**config.mk**
```make
export PLATFORM = sky130hd
export DESIGN_NAME = ccr_sqrt
export DESIGN_NICKNAME = d
export VERILOG_FILES = /design/src/hdl/circle_collision_resolve_top_macros.svh /design/src/hdl/ccr_pkg.sv /design/src/hdl/ccr_sqrt.sv
export SDC_FILE = /design/constraint.sdc
export NUM_CORES = 2
export LEC_CHECK = 0
export BUFFER_PORTS_ARGS = -buffer_cell sky130_fd_sc_hd__buf_4
export CORE_MARGIN = 2
export CORE_UTILIZATION = 52
export CTS_CLUSTER_SIZE = 10
export DETAILED_ROUTE_END_ITERATION = 12
export HOLD_SLACK_MARGIN = 0.03
export PLACE_DENSITY_LB_ADDON = 0.25
export REMOVE_ABC_BUFFERS = 1
export SKIP_LAST_GASP = 1
export SYNTH_ARGS = -nofsm -noshare
export SYNTH_HDL_FRONTEND = slang
export SYNTH_SLANG_ARGS = --single-unit
```
**constraint.sdc**
```tcl
create_clock -name clock -period 5.5 [get_ports clock]
set_input_delay 0.55 -clock clock [delete_from_list [all_inputs] [get_ports clock]]
set_output_delay 0.55 -clock clock [all_outputs]
set_load 0.05 [all_outputs]
```
**src/hdl/circle_collision_resolve_top_macros.svh**
```systemverilog
// ----------------------------------------------------------------------------
// Assertion macros for the circle collision resolver
// Concurrent checks that compile away in synthesis builds.
// ----------------------------------------------------------------------------
`ifndef CIRCLE_COLLISION_RESOLVE_TOP_MACROS_SVH
`define CIRCLE_COLLISION_RESOLVE_TOP_MACROS_SVH

`ifndef SYNTHESIS
`define CCR_ASSERT_IMPLY(label, clk, rst, cond, prop) \
   label: assert property (@(posedge clk) disable iff (rst) (cond) |-> (prop)) \
      else $error("ccr: same-cycle check failed");
`define CCR_ASSERT_NEXT(label, clk, rst, cond, prop) \
   label: assert property (@(posedge clk) disable iff (rst) (cond) |=> (prop)) \
      else $error("ccr: next-cycle check failed");
`else
`define CCR_ASSERT_IMPLY(label, clk, rst, cond, prop)
`define CCR_ASSERT_NEXT(label, clk, rst, cond, prop)
`endif

`endif

```
**src/hdl/ccr_pkg.sv**
```systemverilog
// ----------------------------------------------------------------------------
// ccr_pkg
// Shared constants and pipeline control type of the circle collision resolver.
// ----------------------------------------------------------------------------
package ccr_pkg;

   // Extra fraction bits carried by the distance.
   localparam int GUARD = 8;

   typedef struct packed {
      logic enable;
      logic valid;
   } pipe_ctl_type;

endpackage

```
**src/hdl/ccr_sqrt.sv**
```systemverilog
// ----------------------------------------------------------------------------
// ccr_sqrt
// Pipelined integer square root, one result bit per stage, with sideband.
// ----------------------------------------------------------------------------
module ccr_sqrt #(
   parameter int RADICAND_WIDTH = 48,
   parameter int SIDE_WIDTH     = 1
) (
   input  logic                          clock,
   input  logic                          reset,
   input  ccr_pkg::pipe_ctl_type         ctl,
   input  logic [RADICAND_WIDTH-1:0]     radicand,
   input  logic [SIDE_WIDTH-1:0]         side_in,
   output logic                          out_valid,
   output logic [RADICAND_WIDTH/2-1:0]   root,
   output logic [SIDE_WIDTH-1:0]         side_out
);
   import ccr_pkg::*;

   localparam int RW = RADICAND_WIDTH / 2;

   typedef logic [RADICAND_WIDTH:0]   trial_type;
   typedef logic [RADICAND_WIDTH-1:0] rem_type;
   typedef logic [RW-1:0]             root_type;

   logic                  valid_ff [RW];
   root_type              root_ff  [RW];
   rem_type               rem_ff   [RW];
   logic [SIDE_WIDTH-1:0] side_ff  [RW];
   root_type              root_in  [RW];
   rem_type               rem_in   [RW];

   for (genvar j = 0; j < RW; j++) begin : g_step
      localparam int I = RW - 1 - j;
      root_type  root_prev;
      rem_type   rem_prev;
      trial_type trial;
      logic      take;

      if (j == 0) begin : g_head
         assign root_prev = '0;
         assign rem_prev  = radicand;
      end else begin : g_body
         assign root_prev = root_ff[j-1];
         assign rem_prev  = rem_ff[j-1];
      end

      assign trial      = (trial_type'(root_prev) << (I + 1)) + (trial_type'(1) << (2 * I));
      assign take       = trial_type'(rem_prev) >= trial;
      assign root_in[j] = take ? (root_prev | (root_type'(1) << I)) : root_prev;
      assign rem_in[j]  = take ? (rem_prev - trial[RADICAND_WIDTH-1:0]) : rem_prev;
   end

   always_ff @(posedge clock) begin
      if (reset) begin
         for (int k = 0; k < RW; k++) begin
            valid_ff[k] <= 1'b0;
         end
      end else if (ctl.enable) begin
         valid_ff[0] <= ctl.valid;
         for (int k = 1; k < RW; k++) begin
            valid_ff[k] <= valid_ff[k-1];
         end
      end
   end

   always_ff @(posedge clock) begin
      if (ctl.enable) begin
         side_ff[0] <= side_in;
         for (int k = 0; k < RW; k++) begin
            root_ff[k] <= root_in[k];
            rem_ff[k]  <= rem_in[k];
         end
         for (int k = 1; k < RW; k++) begin
            side_ff[k] <= side_ff[k-1];
         end
      end
   end

   assign out_valid = valid_ff[RW-1];
   assign root      = root_ff[RW-1];
   assign side_out  = side_ff[RW-1];

endmodule

```
==> impl_metrics.env <==
export IMPL_r2r_start="rem_ff[2][35]"
export IMPL_status="completed"
export IMPL_clk_latency_ns=0.82
export IMPL_antenna_cells=0
export IMPL_endpoint="rem_ff[2][76]"
export IMPL_cts_buffer_depth=3
export IMPL_nets=5992
export IMPL_rows=133
export IMPL_crit_required_ns=6.05
export IMPL_seqPwrFrac=0.497
export IMPL_cp_arrival_ns=5.08
export IMPL_cp_startpoint="rem_ff[2][35]"
export IMPL_ctsResizeCount=0
export IMPL_worstPathMaxFanout=29
export IMPL_ys_flop_type="edfxtp_1"
export IMPL_leakagePower_uw=0.0287
export IMPL_drtPass1Iterations=6
export IMPL_tritoncts="built"
export IMPL_cts_sinks=1452
export IMPL_grt_pass1_wl_mm=228
export IMPL_core_area_um2=131000
export IMPL_drv_slew=0
export IMPL_cts_buffers=168
export IMPL_start_util=0.523
export IMPL_drt_total_wl_mm=144
export IMPL_drt_initial_drc_count=2991
export IMPL_fin_cells=7420
export IMPL_wl_per_cell_um=19.4
export IMPL_min_path_type="primary input to flip-flop"
export IMPL_ir_drop_mv=0.258
export IMPL_end_kind="flip-flop"
export IMPL_yosysSeqAreaShare=0.636
export IMPL_nFillCells=10300
export IMPL_r2r_slack_ns=0.97
export IMPL_crit_path_start_kind="flip-flop"
export IMPL_synth_edf_count=1452
export IMPL_finalPower_uw=29900
export IMPL_grt_usage=0.214
export IMPL_timing_final_crit_share=0.824
export IMPL_rsz0062_at_grt="false"
export IMPL_finalSetupViolations=0
export IMPL_cts_root_buf="clkbuf_16"
export IMPL_final_cell_mix="edfxtp_1, inv_1, nor2_1"
export IMPL_syn_inst=5364
export IMPL_grt_ovfl_total=0
export IMPL_maxSlewHeadroom=0.121
export IMPL_min_period_ns=4.53
export IMPL_drive_gt1_frac=0.0681
export IMPL_synthDistinctLibCells=86
export IMPL_avgSynthCellArea_um2=12.8
export IMPL_gp_congestion=0.921
export IMPL_antenna_found_initial=0
export IMPL_skew_ns=0.0617
export IMPL_power_density_nw_per_um2=390
export IMPL_fp_dieW_um=367
export IMPL_r2r_end="rem_ff[2][76]"
export IMPL_clk_pin_slew_ns=0.06
export IMPL_postRouteAntennaNets=0
export IMPL_num_vias=42100
export IMPL_syn_cell_area_um2=68600
export IMPL_crit_type="flip-flop to flip-flop"
export IMPL_yosys_warnings=0
export IMPL_power_frac_comb=0.178
export IMPL_grt_pass1_vias=42900
export IMPL_ys_ff_latch=1452
export IMPL_multi_input_area_um2=23200
export IMPL_tns_ns=0
export IMPL_layout_commonest_cell="edfxtp_1"
export IMPL_clockPowerShare=0.326
export IMPL_tightestPinTransition_ns=1.31
export IMPL_dp_cells=7152
export IMPL_ioPinCount=79
export IMPL_grt_max_degree=185
export IMPL_drc_errors=0
export IMPL_viasPerCell=5.67
export IMPL_p_sw_uw=8240
export IMPL_design_die_area_um2=135000
export IMPL_ctsHtreeMaxLevel=4
export IMPL_maxCapViolations=0
export IMPL_port_buffers=78
export IMPL_regArea_um2=43600
export IMPL_fmax_mhz=221
export IMPL_p_sw_frac=0.275
export IMPL_hpwl_mm=104
export IMPL_reg2reg_depth=9
export IMPL_p_int_uw=21700
export IMPL_fp_dieH_um=367
export IMPL_syn_to_final_growth_pct=11.8
export IMPL_hold_viol=0
export IMPL_async_flop_share=0
timing repair:
action | CTS | global route
hold buffers | 49 | 0
endpoints found under the setup margin | 0 | 0
buffers inserted | 0 | 0
hold endpoints to repair | 53 | 0
metrics by stage:
step	setup slack, ns	util	cell area (um2)	hold WS (ns)
6_report	0.969	0.585	76700	0.109
5_1_grt	0.824	0.585	76700	0.0857
4_1_cts	0.978	0.585	76700	0.0488
3_5_place_dp	1.01	0.545	71500	0.405
3_3_place_gp	0.983	0.545	71500	0.402
2_1_floorplan	1.13	-	68200	0.400
cell type report:
| cell class | instances | share of cell area |
|---|---|---|
| tap | 1755 | 0.0286 |
| multi-input combinational | 3425 | 0.302 |
| timing repair buffer | 170 | 0.0198 |
| clock buffer | 190 | 0.0562 |
| clock inverter | 28 | 0.00530 |
| inverter | 400 | 0.0196 |
| sequential | 1452 | 0.568 |
worst min path at each step:
stage / cells past startpoint / from / endpoint
global placement: 0 / side_ff[2][4] / side_ff[2][5]
CTS: 3 / radicand[47] / rem_ff[0][47]
global route: 3 / radicand[47] / rem_ff[0][47]
finish: 3 / radicand[47] / rem_ff[0][47]
floorplan: 0 / side_ff[0][0] / side_ff[0][1]
detailed placement: 0 / side_ff[1][5] / side_ff[1][6]
registers in the layout, indices dropped and copies added (netlist names):
name / count
rem_ff: 1104
root_ff: 300
side_ff: 24
valid_ff: 24
power by group through the flow:
stage | registers (uW) | logic, uW | clock network, uW
4_1_cts | 14900 | 5300 | 9970
3_3_place_gp | 15000 | 5170 | 0
6_report | 14900 | 5320 | 9750
3_5_place_dp | 15100 | 5240 | 0
5_1_grt | 15000 | 5950 | 10400
2_1_floorplan | 14700 | 3870 | 0
kinds of logic (layout without fill, tap and decap cells):
group	count (synthesis)	after routing	synth area share
buffers and inverters	487	788	0.0273
muxes	37	37	0.00598
xor gates and xnor gates	472	472	0.0603
and+or+nand+nor	1591	1591	0.121
adders and majority gates	322	322	0.0587
DFF	1452	1452	0.636
AOI/OAI and AO/OA	1003	1003	0.0909
synthesized netlist by cell type (all sizes together) (47+ instances only):
master,number,area (um2)
nor2,358,1340
and2,47,294
or3,67,424
a21o,95,713
clkbuf,72,270
o21a,52,390
xnor2,268,2350
nand2b,64,400
xor2,204,1790
nor3,152,771
nand2,325,1220
nor2b,49,307
nor4,165,1030
nand4,81,507
a21oi,309,1550
edfxtp,1452,43600
ha,322,4030
inv,398,1490
o21ai,268,1340
nand3,82,410
metal layers:
metal	vias to the layer above	track usage	wire length [um]
met5	-	0	0
met3	287	0.0333	5130
met2	891	0.411	78900
met1	20300	0.234	54700
met4	0	0.0835	5040
li1	20600	-	-
critical path, cell delays in order (launching register included):
cell	delay, ns
edfxtp_1	0.44
or4_4	0.58
or4b_1	0.53
or4b_1	0.57
or3_1	0.41
nor3_2	0.77
inv_2	0.52
buf_4	0.32
nor2_1	0.09
a21oi_1	0.05
Note: power is estimated with default switching activity, not from simulation.
